===== src/hdl/mrrp_pkg.sv =====
// Shared types, constants and character helpers for the receive record parser.
package mrrp_pkg;

  localparam int unsigned MAX_PAYLOAD = 255;

  localparam logic [7:0] SEP_FIELD = ",";
  localparam logic [7:0] SEP_LEN   = ":";
  localparam logic [7:0] CH_MINUS  = "-";
  localparam logic [7:0] CH_PLUS   = "+";
  localparam logic [7:0] CH_LO_A   = "a";
  localparam logic [7:0] CH_UP_A   = "A";

  // value of hex_of() for a character that is not a hex digit
  localparam logic [4:0] HEX_NONE = 5'd16;

  typedef enum logic [2:0] {
    PH_SEARCH,
    PH_RSSI,
    PH_SNR,
    PH_LEN,
    PH_HEX,
    PH_DONE
  } phase_t;

  typedef enum logic [1:0] {
    NS_START,
    NS_WS,
    NS_SIGN,
    NS_DIGITS
  } num_stage_t;

  typedef enum logic [2:0] {
    CL_HEX,
    CL_SPACE,
    CL_MINUS,
    CL_PLUS,
    CL_OTHER
  } char_class_t;

  typedef enum logic [1:0] {
    KIND_HEADER = 2'd0,
    KIND_BYTE   = 2'd1,
    KIND_ERROR  = 2'd2
  } kind_t;

  typedef enum logic [1:0] {
    ST_OK        = 2'd0,
    ST_BAD_SEP   = 2'd1,
    ST_TOO_LONG  = 2'd2,
    ST_EARLY_END = 2'd3
  } status_t;

  typedef struct packed {
    logic               valid;
    kind_t              kind;
    status_t            status;
    logic signed [15:0] rssi;
    logic signed [15:0] snr;
    logic [7:0]         payload_len;
    logic [7:0]         data_byte;
    logic               last;
  } result_t;

  function automatic logic is_ws(input logic [7:0] c);
    return (c == " ") || (c inside {[8'd9:8'd13]});
  endfunction

  function automatic logic [4:0] hex_of(input logic [7:0] c);
    logic [4:0] h;
    h = HEX_NONE;
    if (c inside {["0":"9"]}) h = 5'(c - 8'h30);
    else if (c inside {["a":"f"]}) h = 5'(c - 8'h57);
    else if (c inside {["A":"F"]}) h = 5'(c - 8'h37);
    return h;
  endfunction

  // character of the receive prefix at a given position
  function automatic logic [7:0] pfx_char(input logic upper, input logic [2:0] idx);
    logic [7:0] p;
    case (idx)
      3'd0:    p = upper ? "A" : "a";
      3'd1:    p = upper ? "T" : "t";
      3'd2:    p = "+";
      3'd3:    p = upper ? "R" : "r";
      3'd4:    p = upper ? "E" : "e";
      3'd5:    p = upper ? "C" : "c";
      3'd6:    p = upper ? "V" : "v";
      3'd7:    p = "=";
      default: p = "=";
    endcase
    return p;
  endfunction

endpackage


===== src/hdl/mrrp_core.sv =====
// Parse state and character step of the receive record parser.
module mrrp_core (
  input  logic              clk,
  input  logic              rst_n,
  input  logic              step,
  input  logic [7:0]        ch,
  input  logic              chunk_end,
  input  logic              enabled,
  output mrrp_pkg::result_t res
);

  typedef enum logic [1:0] {
    NR_CONT,
    NR_FIELD,
    NR_BAD
  } num_res_t;

  typedef struct packed {
    num_res_t               res;
    mrrp_pkg::num_stage_t   stage;
    logic [15:0]            acc;
    logic                   neg;
  } num_step_t;

  mrrp_pkg::phase_t       phase_r, phase_nxt;
  logic [2:0]             pidx_r, pidx_nxt;
  logic                   pupper_r, pupper_nxt;
  logic                   neg_r, neg_nxt;
  mrrp_pkg::num_stage_t   nstage_r, nstage_nxt;
  logic [15:0]            acc_r, acc_nxt;
  logic [15:0]            rssi_r, rssi_nxt;
  logic [15:0]            snr_r, snr_nxt;
  logic [7:0]             left_r, left_nxt;
  logic [3:0]             hnib_r, hnib_nxt;
  logic                   half_r, half_nxt;
  mrrp_pkg::char_class_t  fcls_r, fcls_nxt;

  logic                   err_c;
  mrrp_pkg::status_t      status_c;
  logic                   hdr_c;
  logic                   byte_c;
  logic [7:0]             byte_val_c;
  logic                   byte_last_c;

  function automatic num_step_t num_step(input logic [7:0] c, input logic [7:0] sep,
                                         input logic sat, input mrrp_pkg::num_stage_t stage,
                                         input logic [15:0] acc, input logic neg);
    num_step_t  r;
    logic [19:0] sum;
    r.res   = NR_CONT;
    r.stage = stage;
    r.acc   = acc;
    r.neg   = neg;
    sum = ({4'd0, acc} << 3) + ({4'd0, acc} << 1) + 20'(c - 8'h30);
    if (c inside {["0":"9"]}) begin
      r.stage = mrrp_pkg::NS_DIGITS;
      if (sat) begin
        // length saturates one above the limit so the check at ':' still fails
        if (sum > 20'(mrrp_pkg::MAX_PAYLOAD + 1)) r.acc = 16'(mrrp_pkg::MAX_PAYLOAD + 1);
        else r.acc = sum[15:0];
      end else begin
        r.acc = sum[15:0];
      end
    end else if (c == sep) begin
      if (stage == mrrp_pkg::NS_START || stage == mrrp_pkg::NS_DIGITS) r.res = NR_FIELD;
      else r.res = NR_BAD;
    end else if (mrrp_pkg::is_ws(c) &&
                 (stage == mrrp_pkg::NS_START || stage == mrrp_pkg::NS_WS)) begin
      r.stage = mrrp_pkg::NS_WS;
    end else if ((c == mrrp_pkg::CH_PLUS || c == mrrp_pkg::CH_MINUS) &&
                 (stage == mrrp_pkg::NS_START || stage == mrrp_pkg::NS_WS)) begin
      r.stage = mrrp_pkg::NS_SIGN;
      r.neg   = (c == mrrp_pkg::CH_MINUS);
    end else begin
      r.res = NR_BAD;
    end
    return r;
  endfunction

  num_step_t   num;
  logic [15:0] signed_val;
  logic [4:0]  dig;
  logic        dig_ok;
  logic [7:0]  left_dec;

  assign num = num_step(ch, (phase_r == mrrp_pkg::PH_LEN) ? mrrp_pkg::SEP_LEN
                                                          : mrrp_pkg::SEP_FIELD,
                        (phase_r == mrrp_pkg::PH_LEN), nstage_r, acc_r, neg_r);
  assign signed_val = neg_r ? (16'd0 - acc_r) : acc_r;
  assign dig        = mrrp_pkg::hex_of(ch);
  assign dig_ok     = (dig != mrrp_pkg::HEX_NONE);
  assign left_dec   = (left_r != 8'd0) ? (left_r - 8'd1) : 8'd0;

  // next state and result events
  always_comb begin
    phase_nxt   = phase_r;
    pidx_nxt    = pidx_r;
    pupper_nxt  = pupper_r;
    neg_nxt     = neg_r;
    nstage_nxt  = nstage_r;
    acc_nxt     = acc_r;
    rssi_nxt    = rssi_r;
    snr_nxt     = snr_r;
    left_nxt    = left_r;
    hnib_nxt    = hnib_r;
    half_nxt    = half_r;
    fcls_nxt    = fcls_r;
    err_c       = 1'b0;
    status_c    = mrrp_pkg::ST_OK;
    hdr_c       = 1'b0;
    byte_c      = 1'b0;
    byte_val_c  = 8'd0;
    byte_last_c = 1'b0;

    if (!enabled) begin
      phase_nxt = chunk_end ? mrrp_pkg::PH_SEARCH : mrrp_pkg::PH_DONE;
      pidx_nxt  = 3'd0;
      half_nxt  = 1'b0;
    end else begin
      case (phase_r)
        mrrp_pkg::PH_SEARCH: begin
          if (pidx_r != 3'd0 && ch == mrrp_pkg::pfx_char(pupper_r, pidx_r)) begin
            if (pidx_r == 3'd7) begin
              pidx_nxt   = 3'd0;
              phase_nxt  = mrrp_pkg::PH_RSSI;
              neg_nxt    = 1'b0;
              nstage_nxt = mrrp_pkg::NS_START;
              acc_nxt    = 16'd0;
            end else begin
              pidx_nxt = pidx_r + 3'd1;
            end
          end else begin
            pidx_nxt = 3'd0;
            if (ch == mrrp_pkg::CH_LO_A) begin
              pupper_nxt = 1'b0;
              pidx_nxt   = 3'd1;
            end else if (ch == mrrp_pkg::CH_UP_A) begin
              pupper_nxt = 1'b1;
              pidx_nxt   = 3'd1;
            end
          end
        end
        mrrp_pkg::PH_RSSI, mrrp_pkg::PH_SNR: begin
          nstage_nxt = num.stage;
          acc_nxt    = num.acc;
          neg_nxt    = num.neg;
          if (num.res == NR_FIELD) begin
            if (phase_r == mrrp_pkg::PH_RSSI) begin
              rssi_nxt  = signed_val;
              phase_nxt = mrrp_pkg::PH_SNR;
            end else begin
              snr_nxt   = signed_val;
              phase_nxt = mrrp_pkg::PH_LEN;
            end
            neg_nxt    = 1'b0;
            nstage_nxt = mrrp_pkg::NS_START;
            acc_nxt    = 16'd0;
          end else if (num.res == NR_BAD) begin
            err_c    = 1'b1;
            status_c = mrrp_pkg::ST_BAD_SEP;
          end
        end
        mrrp_pkg::PH_LEN: begin
          nstage_nxt = num.stage;
          acc_nxt    = num.acc;
          neg_nxt    = num.neg;
          if (num.res == NR_BAD) begin
            err_c    = 1'b1;
            status_c = mrrp_pkg::ST_BAD_SEP;
          end else if (num.res == NR_FIELD) begin
            if (acc_r > 16'(mrrp_pkg::MAX_PAYLOAD) || (neg_r && acc_r != 16'd0)) begin
              err_c    = 1'b1;
              status_c = mrrp_pkg::ST_TOO_LONG;
            end else begin
              left_nxt  = acc_r[7:0];
              half_nxt  = 1'b0;
              hdr_c     = 1'b1;
              phase_nxt = (acc_r != 16'd0) ? mrrp_pkg::PH_HEX : mrrp_pkg::PH_DONE;
            end
          end
        end
        mrrp_pkg::PH_HEX: begin
          if (!half_r) begin
            hnib_nxt = dig[3:0];
            if (dig_ok) fcls_nxt = mrrp_pkg::CL_HEX;
            else if (mrrp_pkg::is_ws(ch)) fcls_nxt = mrrp_pkg::CL_SPACE;
            else if (ch == mrrp_pkg::CH_MINUS) fcls_nxt = mrrp_pkg::CL_MINUS;
            else if (ch == mrrp_pkg::CH_PLUS) fcls_nxt = mrrp_pkg::CL_PLUS;
            else fcls_nxt = mrrp_pkg::CL_OTHER;
            half_nxt = 1'b1;
          end else begin
            case (fcls_r)
              mrrp_pkg::CL_HEX:
                byte_val_c = dig_ok ? {hnib_r, dig[3:0]} : {4'd0, hnib_r};
              mrrp_pkg::CL_SPACE, mrrp_pkg::CL_PLUS:
                byte_val_c = dig_ok ? {4'd0, dig[3:0]} : 8'd0;
              mrrp_pkg::CL_MINUS:
                byte_val_c = dig_ok ? (8'd0 - {4'd0, dig[3:0]}) : 8'd0;
              default:
                byte_val_c = 8'd0;
            endcase
            half_nxt    = 1'b0;
            left_nxt    = left_dec;
            byte_c      = 1'b1;
            byte_last_c = (left_dec == 8'd0);
            phase_nxt   = (left_dec != 8'd0) ? mrrp_pkg::PH_HEX : mrrp_pkg::PH_DONE;
          end
        end
        default: begin
        end
      endcase
    end

    // chunk closing on an open record makes this character's result an early-end error, unless it already made an error
    if (!err_c && chunk_end && (phase_nxt inside {[mrrp_pkg::PH_RSSI:mrrp_pkg::PH_HEX]}))
    begin
      err_c    = 1'b1;
      status_c = mrrp_pkg::ST_EARLY_END;
    end
    if (err_c) phase_nxt = mrrp_pkg::PH_DONE;
    if (chunk_end) begin
      phase_nxt = mrrp_pkg::PH_SEARCH;
      pidx_nxt  = 3'd0;
      half_nxt  = 1'b0;
    end
  end

  // result assembly
  always_comb begin
    res             = '0;
    res.valid       = step && (err_c || hdr_c || byte_c);
    res.kind        = mrrp_pkg::KIND_HEADER;
    res.status      = mrrp_pkg::ST_OK;
    if (err_c) begin
      res.kind   = mrrp_pkg::KIND_ERROR;
      res.status = status_c;
      res.last   = 1'b1;
    end else if (hdr_c) begin
      res.kind        = mrrp_pkg::KIND_HEADER;
      res.rssi        = rssi_r;
      res.snr         = snr_r;
      res.payload_len = acc_r[7:0];
      res.last        = (acc_r == 16'd0);
    end else if (byte_c) begin
      res.kind      = mrrp_pkg::KIND_BYTE;
      res.data_byte = byte_val_c;
      res.last      = byte_last_c;
    end
  end

  always_ff @(posedge clk) begin
    if (!rst_n) begin
      phase_r  <= mrrp_pkg::PH_SEARCH;
      pidx_r   <= 3'd0;
      pupper_r <= 1'b0;
      neg_r    <= 1'b0;
      nstage_r <= mrrp_pkg::NS_START;
      acc_r    <= 16'd0;
      rssi_r   <= 16'd0;
      snr_r    <= 16'd0;
      left_r   <= 8'd0;
      hnib_r   <= 4'd0;
      half_r   <= 1'b0;
      fcls_r   <= mrrp_pkg::CL_HEX;
    end else if (step) begin
      phase_r  <= phase_nxt;
      pidx_r   <= pidx_nxt;
      pupper_r <= pupper_nxt;
      neg_r    <= neg_nxt;
      nstage_r <= nstage_nxt;
      acc_r    <= acc_nxt;
      rssi_r   <= rssi_nxt;
      snr_r    <= snr_nxt;
      left_r   <= left_nxt;
      hnib_r   <= hnib_nxt;
      half_r   <= half_nxt;
      fcls_r   <= fcls_nxt;
    end
  end

endmodule


===== src/hdl/modem_receive_record_parser_unit.sv =====
// Top level of the modem receive record parser: handshake, input and result registers.
// A character is held in the input register and parsed combinationally, and its result
// is written to the result register. Throughput: one character per cycle while results
// are taken; the parse step lies between the input register and the result register, and
// a waiting result stalls the input only when both registers are full.
// Reset: synchronous, active low; clears the valid flags of both registers, parse state and the enable.
module modem_receive_record_parser_unit (
  input  logic               clk,
  input  logic               rst_n,
  input  logic               in_valid,
  output logic               in_ready,
  input  logic [7:0]         in_char,
  input  logic               in_chunk_end,
  output logic               out_valid,
  input  logic               out_ready,
  output logic [1:0]         out_result_kind,
  output logic [1:0]         out_status,
  output logic signed [15:0] out_rssi,
  output logic signed [15:0] out_snr,
  output logic [7:0]         out_payload_len,
  output logic [7:0]         out_data_byte,
  output logic               out_last,
  input  logic               cfg_we,
  input  logic               cfg_wdata
);

  logic              enabled_r;
  logic              in_vld_r, in_vld_nxt;
  logic [7:0]        in_char_r;
  logic              in_end_r;
  logic              out_vld_r, out_vld_nxt;
  mrrp_pkg::result_t res_r;
  mrrp_pkg::result_t core_res;
  logic              out_free;
  logic              step;
  logic              in_xfer;

  assign out_free = !out_vld_r || out_ready;
  assign step     = in_vld_r && out_free;
  assign in_ready = !in_vld_r || out_free;
  assign in_xfer  = in_valid && in_ready;

  mrrp_core u_core (
    .clk       (clk),
    .rst_n     (rst_n),
    .step      (step),
    .ch        (in_char_r),
    .chunk_end (in_end_r),
    .enabled   (enabled_r),
    .res       (core_res)
  );

  always_comb begin
    in_vld_nxt = in_vld_r;
    if (in_xfer) in_vld_nxt = 1'b1;
    else if (step) in_vld_nxt = 1'b0;
    out_vld_nxt = out_vld_r;
    if (out_free) out_vld_nxt = core_res.valid;
  end

  always_ff @(posedge clk) begin
    if (!rst_n) begin
      enabled_r <= 1'b0;
      in_vld_r  <= 1'b0;
      out_vld_r <= 1'b0;
    end else begin
      if (cfg_we) enabled_r <= cfg_wdata;
      in_vld_r  <= in_vld_nxt;
      out_vld_r <= out_vld_nxt;
    end
  end

  always_ff @(posedge clk) begin
    if (in_xfer) begin
      in_char_r <= in_char;
      in_end_r  <= in_chunk_end;
    end
    if (core_res.valid) res_r <= core_res;
  end

  assign out_valid       = out_vld_r;
  assign out_result_kind = res_r.kind;
  assign out_status      = res_r.status;
  assign out_rssi        = res_r.rssi;
  assign out_snr         = res_r.snr;
  assign out_payload_len = res_r.payload_len;
  assign out_data_byte   = res_r.data_byte;
  assign out_last        = res_r.last;

endmodule

===== config.mk =====
export PLATFORM = sky130hd
export DESIGN_NAME = modem_receive_record_parser_unit
export DESIGN_NICKNAME = d
export VERILOG_FILES = /design/src/hdl/mrrp_pkg.sv /design/src/hdl/mrrp_core.sv /design/src/hdl/modem_receive_record_parser_unit.sv
export SDC_FILE = /design/constraint.sdc
export NUM_CORES = 1
export LEC_CHECK = 0
export BUFFER_PORTS_ARGS = -buffer_cell sky130_fd_sc_hd__buf_2
export CORE_UTILIZATION = 60
export DETAILED_ROUTE_END_ITERATION = 8
export PLACE_DENSITY = 0.8
export SYNTH_ARGS = -nofsm -noshare
export SYNTH_HDL_FRONTEND = slang
export SYNTH_SLANG_ARGS = --single-unit

===== constraint.sdc =====
create_clock -name clk -period 17.2 [get_ports clk]
set_clock_uncertainty 0.15 [all_clocks]
set_input_delay 0.86 -clock clk [delete_from_list [all_inputs] [get_ports clk]]
set_output_delay 0.86 -clock clk [all_outputs]
set_load 0.02 [all_outputs]

# Word-level counts from Yosys, hierarchy flattened
# Cells that the tools add are included.
[totals] out_inout_bits=55 inputBits=15 regBits=139 wordCells=263
[classes] bitwise_logic=7 n_lt_le_gt_ge=12 reduce_logical=53 n_eq_ne=37 add_sub_neg=10 n_mux=119
[op_table] cell="two-way mux 16 bit" count=7
[op_table] cell="two-way mux 8 bit" count=9
[op_table] cell="case mux 8 bit (8 select lines)" count=1
[op_table] cell="two-way mux 3 bit" count=21
[op_table] cell="case mux 16 bit (3 select lines)" count=1
[op_table] cell="two-way mux 1 bit" count=43
[op_table] cell="two-way mux 2 bit" count=18
[op_table] cell="two-way mux 6 bit" count=6
[op_table] cell="AND reduction 5 bit" count=5
[op_table] cell="== test 8 x 6 -> 1 bit, second input constant" count=3
[op_table] cell="case mux 8 bit (3 select lines)" count=1
[op_table] cell="adder 19 x 17 -> 20 bit" count=1
[op_table] cell="adder 20 bit" count=1
[op_table] cell="> comparator 20 x 9 -> 1 bit, second input constant" count=1
[op_table] cell="two-way mux 5 bit" count=4
[op_table] cell="== test 3 x 2 -> 1 bit, second input constant" count=6
[op_table] cell="== test 8 x 7 -> 1 bit, second input constant" count=2
[op_table] cell="greater-or-equal comparator 8 x 7 -> 1 bit, second input constant" count=2
[op_table] cell="> comparator 16 x 8 -> 1 bit, second input constant" count=1
[op_table] cell="<= comparator 8 x 7 -> 1 bit, second input constant" count=2
[op_table] cell="zero test 16 bit" count=1
[op_table] cell="case mux 8 bit (2 select lines)" count=1
[op_table] cell="nonzero test 16 bit" count=1
[op_table] cell="nonzero test 8 bit" count=2
[op_table] cell="other kinds (44)" count=98

# Longest topological paths before layout
[logic_depth] ltp_word=19 depth_mapped=15 ltp_nobuf=14

# By module
# A second synthesis with hierarchy kept.
[hier_totals] cells_unflattened=954 area_unflattened_um2=8834.7
[modules_own_cells] mod="mrrp_core" cells_each=880 area_each_um2=6832.8 instances=1 seq_area_each_um2=1481.4
[modules_own_cells] mod="modem_receive_record_parser_unit" cells_each=74 area_each_um2=2001.9 instances=1 seq_area_each_um2=1921.8

# Worst setup path before layout
# No wires, ideal clock.
[synth_timing] kind="reg-to-reg" startpoint="reg in_char_r[0]" endpoint="reg res_r (netlist bit out_data_byte[0]), enable pin" setup_time_ps=481 path_stages_with_launch=12 path_buffers=1 synth_period_minus_slack_ps=5977 setup_slack_ps=11223 arrival_ps=5346 t_required_ps=16569 cell_sequence="edfxtp_1 > clkbuf_1 > inv_1 > ha_1 > o21bai_1 > a311oi_4 > or4_4 > o211a_1 > a31oi_4 > and4bb_4 > nor3_4 > a21oi_1"
[synth_rtl] element="start, declared" line_no="modem_receive_record_parser_unit.sv:29" rtl="logic [7:0] in_char_r;"
[synth_rtl] element="start signal, assigned" line_no="modem_receive_record_parser_unit.sv:75" rtl="in_char_r <= in_char;"
[synth_rtl] element="end signal, assigned" line_no="modem_receive_record_parser_unit.sv:78" rtl="if (core_res.valid) res_r <= core_res;"
[synth_rtl] element="end, declared" line_no="modem_receive_record_parser_unit.sv:32" rtl="mrrp_pkg::result_t res_r;"

# Worst setup path after layout
[layout_timing] startpoint="reg in_char_r[4]" endpoint="reg u_core.acc_r[11]"
[layout_between] elab_chain_len=10 elab_cells_between_ends=31 cone_classes="2 x add/sub; 5 x order compare; 7 x eq/ne; 9 x mux; 8 x reduce/logical"
[layout_rtl] element="branches (longest 10 deep; another with adder 20 bit)"
[layout_rtl] element="end signal, assigned" line_no="mrrp_core.sv:271" rtl="acc_r <= acc_nxt;"
[layout_rtl] element="end, declared" line_no="mrrp_core.sv:30" rtl="logic [15:0] acc_r, acc_nxt;"
# Several ways; the timed one is not identified.
# A chain may end at the register's enable or synchronous reset.

==> results.sh <==
export IMPL_cts_tree="yes"
export IMPL_use_met3=0.05665
export IMPL_numCtsBuffers=17
export IMPL_cts_path_max_buffers=2
export IMPL_crit_type="flop to flop"
export IMPL_netlist_instances=944
export IMPL_synthTopCellsByCount="nor2_1 (114), dfxtp_1 (77), a21oi_1 (65), edfxtp_1 (62), nand2_1 (59)"
export IMPL_ys_seq_elements=139
export IMPL_yosysTopAreaCellShare=0.2156
export IMPL_maxSlewHeadroom=0.2719
export IMPL_die_area_um2=14880
export IMPL_cts_root_buf="clkbuf_16"
export IMPL_p_seq_frac=0.456
export IMPL_hold_viol=0
export IMPL_hpwl_um=14670
export IMPL_synth_top_family_by_area="simple AND/OR/NAND/NOR gates"
export IMPL_clock_fmax_mhz=185.0
export IMPL_grt_busiest_layer="met2"
export IMPL_finalNetCount=1059
export IMPL_syn_nets=1013
export IMPL_min_to="u_core.fcls_r[0]$_SDFFE_PN0P_"
export IMPL_arrival_ns=5.59
export IMPL_required_ns=17.39
export IMPL_max_cap_violations=0
export IMPL_gr_total_overflow=0
export IMPL_synth_edff_count=62
export IMPL_grt_use_met2=0.4371
export IMPL_yosys_top_cells_area="edfxtp_1 (22%), dfxtp_1 (18%), ha_1 (5.7%)"
export IMPL_dr_pass1_iters=7
export IMPL_drive_gt1_frac=0.1346
export IMPL_place_gp_congestion=0.9057
export IMPL_die_h_um=122.0
export IMPL_clk_latency_ns=0.43
export IMPL_syn_area_um2=8636
export IMPL_power_internal_mw=0.5698
export IMPL_synth_area_mux_share=0.01318
export IMPL_setup_viol=0
export IMPL_syn_area_per_cell_um2=9.148
export IMPL_ctsResizeCount=0
export IMPL_status="finished clean"
export IMPL_grt_pass1_wl_um=33490
export IMPL_port_buffers=69
export IMPL_ctsHtreeMaxLevel=4
export IMPL_drtIter0Drc=907
export IMPL_hold_start="u_core.fcls_r[0]$_SDFFE_PN0P_"
export IMPL_multi_input_area_um2=4831
export IMPL_yosysTopAreaCell="edfxtp_1"
export IMPL_rows=43
export IMPL_ys_types=88
export IMPL_clock_sinks=139
export IMPL_vias=7431
export IMPL_cp_end_kind="flop"
export IMPL_worst_pin_slew_ns=1.088
export IMPL_grt_max_degree=69
export IMPL_cp_start_kind="flop"
export IMPL_remaining_drc_errors=0
export IMPL_critPathLaunch="in_char_r[4]$_DFFE_PP_"
export IMPL_cts_clk_slew_worst_paths_ns=0.07
export IMPL_vdd_ir_drop_max_mv=0.06340
export IMPL_synth_fa_ha_area_frac=0.09128
export IMPL_path_max_fanout=11
export IMPL_wl_per_cell_um=17.39
export IMPL_period_minus_slack_ns=5.406
export IMPL_r2r_slack_ns=11.79
export IMPL_p_switching_mw=0.1995
export IMPL_fin_setup_tns_ns=0
export IMPL_groute_layer_met1_usage=0.4182
export IMPL_synthArstFlopShare=0
export IMPL_ant_nets=0
export IMPL_routed_via_density=6.281
export IMPL_hold_buffers=0
export IMPL_synth_most_common_cell="nor2_1"
export IMPL_timing_rr_start="in_char_r[4]$_DFFE_PP_"
export IMPL_p_leak_nw=3.861
export IMPL_yosys_warnings=0
export IMPL_reg2reg_depth=12
export IMPL_regArea_um2=3403
export IMPL_synth_xor_area_frac=0.02840
export IMPL_power_total_mw=0.7693
export IMPL_core_um2=13930
export IMPL_chipWidth_um=122.0
export IMPL_syn_to_final_growth_pct=11.49
export IMPL_initial_core_util=0.6197
export IMPL_worstHoldPathType="flop to flop"
export IMPL_synth_ff_type="dfxtp_1"
export IMPL_dp_cells=1151
export IMPL_slew_viol_final=0
export IMPL_synth_compound_area_frac=0.2033
export IMPL_reg2reg_to="u_core.acc_r[11]$_SDFFE_PN0P_"
export IMPL_fin_cells=1183
export IMPL_swShare=0.2593
export IMPL_pwr_share_comb=0.064
export IMPL_fillers=1077
export IMPL_ioPinCount=70
export IMPL_rsz0062_at_grt="no"
export IMPL_synth_seq_area_share=0.3941
export IMPL_hold_slack_ns=0.3225
export IMPL_p_per_area_nw_per_um2=79.91
export IMPL_synthSimpleGateAreaFrac=0.2220
export IMPL_routed_wl_um=20570
export IMPL_power_frac_clock=0.479
export IMPL_hold_depth=2
export IMPL_grt_pass1_vias=6636
export IMPL_antenna_found_initial=0
export IMPL_fin_crit_sh=0.3143
export IMPL_antenna_cells=0
export IMPL_grt_usage=0.2890
export IMPL_post_cts_buffers=0
[metal layers]
metal / vias to the layer above / wire [µm]
met3: 25 / 1500
met1: 3530 / 9637
li1: 3567 / -
met4: 0 / 221
met5: - / 0
met2: 309 / 9214
[cells in the final DEF (no fill, tap or decap), types with 17 or more instances in the layout]
cell and instances:
nor2_1 114, dfxtp_1 77, buf_2 69, a21oi_1 64, edfxtp_1 62, nand2_1 59, inv_1 49, and2_1 45
o21ai_0 42, ha_1 39, a211oi_1 24, nor3_1 23, nand3_1 22, xnor2_1 17, clkbuf_16 17
[worst max-delay path, cell delays in order (launching register included)]
cell and delay, ns:
edfxtp_1 0.57, ha_1 0.38, nor2_1 0.86, fa_1 0.57, ha_1 0.37, a21oi_1 0.16
o21ai_0 0.24, or4b_2 0.67, a2bb2oi_1 0.15, nor2_1 0.09, a211oi_2 0.55, nand3_1 0.24
a221oi_1 0.31
[stage by stage]
step	utilization	setup slack (ns)	cell area [µm²]
2_1_floorplan	-	11.22	8636
3_3_place_gp	0.6480	11.92	9030
3_5_place_dp	0.6480	11.79	9030
4_1_cts	0.6909	11.82	9628
5_1_grt	0.6909	11.34	9628
6_report	0.6909	11.79	9628
[registers in the layout (all words and copies together) (netlist names), 2 cells and up]
signal / flops
u_core.snr_r: 16
u_core.pidx_r: 3
u_core.acc_r: 16
in_char_r: 8
u_core.fcls_r: 3
out_status: 2
out_rssi: 16
out_data_byte: 8
u_core.left_r: 8
out_result_kind: 2
u_core.phase_r: 3
out_snr: 16
u_core.nstage_r: 2
out_payload_len: 8
u_core.hnib_r: 4
u_core.rssi_r: 16
[cell type report]
type,instances,share of cell area
repair buffers,73,0.03899
flip-flops and latches,139,0.3535
well taps,180,0.02339
clock inverters,15,0.01793
clock buffers,17,0.04418
multi-input cells,707,0.5018
inverters,52,0.02027
[cell families after synthesis]
kind of cell / count (synthesis)
xor+xnor: 28
buf+inv: 98
flops: 139
simple gates: 365
compound gates: 249
fa+ha+maj: 54
mux: 11
[worst max-delay path by stage]
stage / endpoint / slack, ns / cells after the start
global route: u_core.acc_r[10]$_SDFFE_PN0P_ / 11.34 / 12
finish: u_core.acc_r[11]$_SDFFE_PN0P_ / 11.79 / 12
CTS: u_core.acc_r[11]$_SDFFE_PN0P_ / 11.82 / 12
global placement: u_core.acc_r[11]$_SDFFE_PN0P_ / 11.92 / 12
floorplan: out_data_byte[0]$_SDFFCE_PP0P_ / 11.22 / 11
detailed placement: u_core.acc_r[11]$_SDFFE_PN0P_ / 11.79 / 12
[power by group through the flow]
stage	clock network, mW	logic (mW)	registers [mW]
after floorplan	0	0.0372	0.357
after global placement	0	0.0477	0.358
after detailed placement	0	0.0482	0.358
after CTS	0.371	0.0486	0.351
after global routing	0.384	0.0544	0.351
final	0.369	0.0494	0.351
Note: power is estimated with default switching activity, not from simulation.
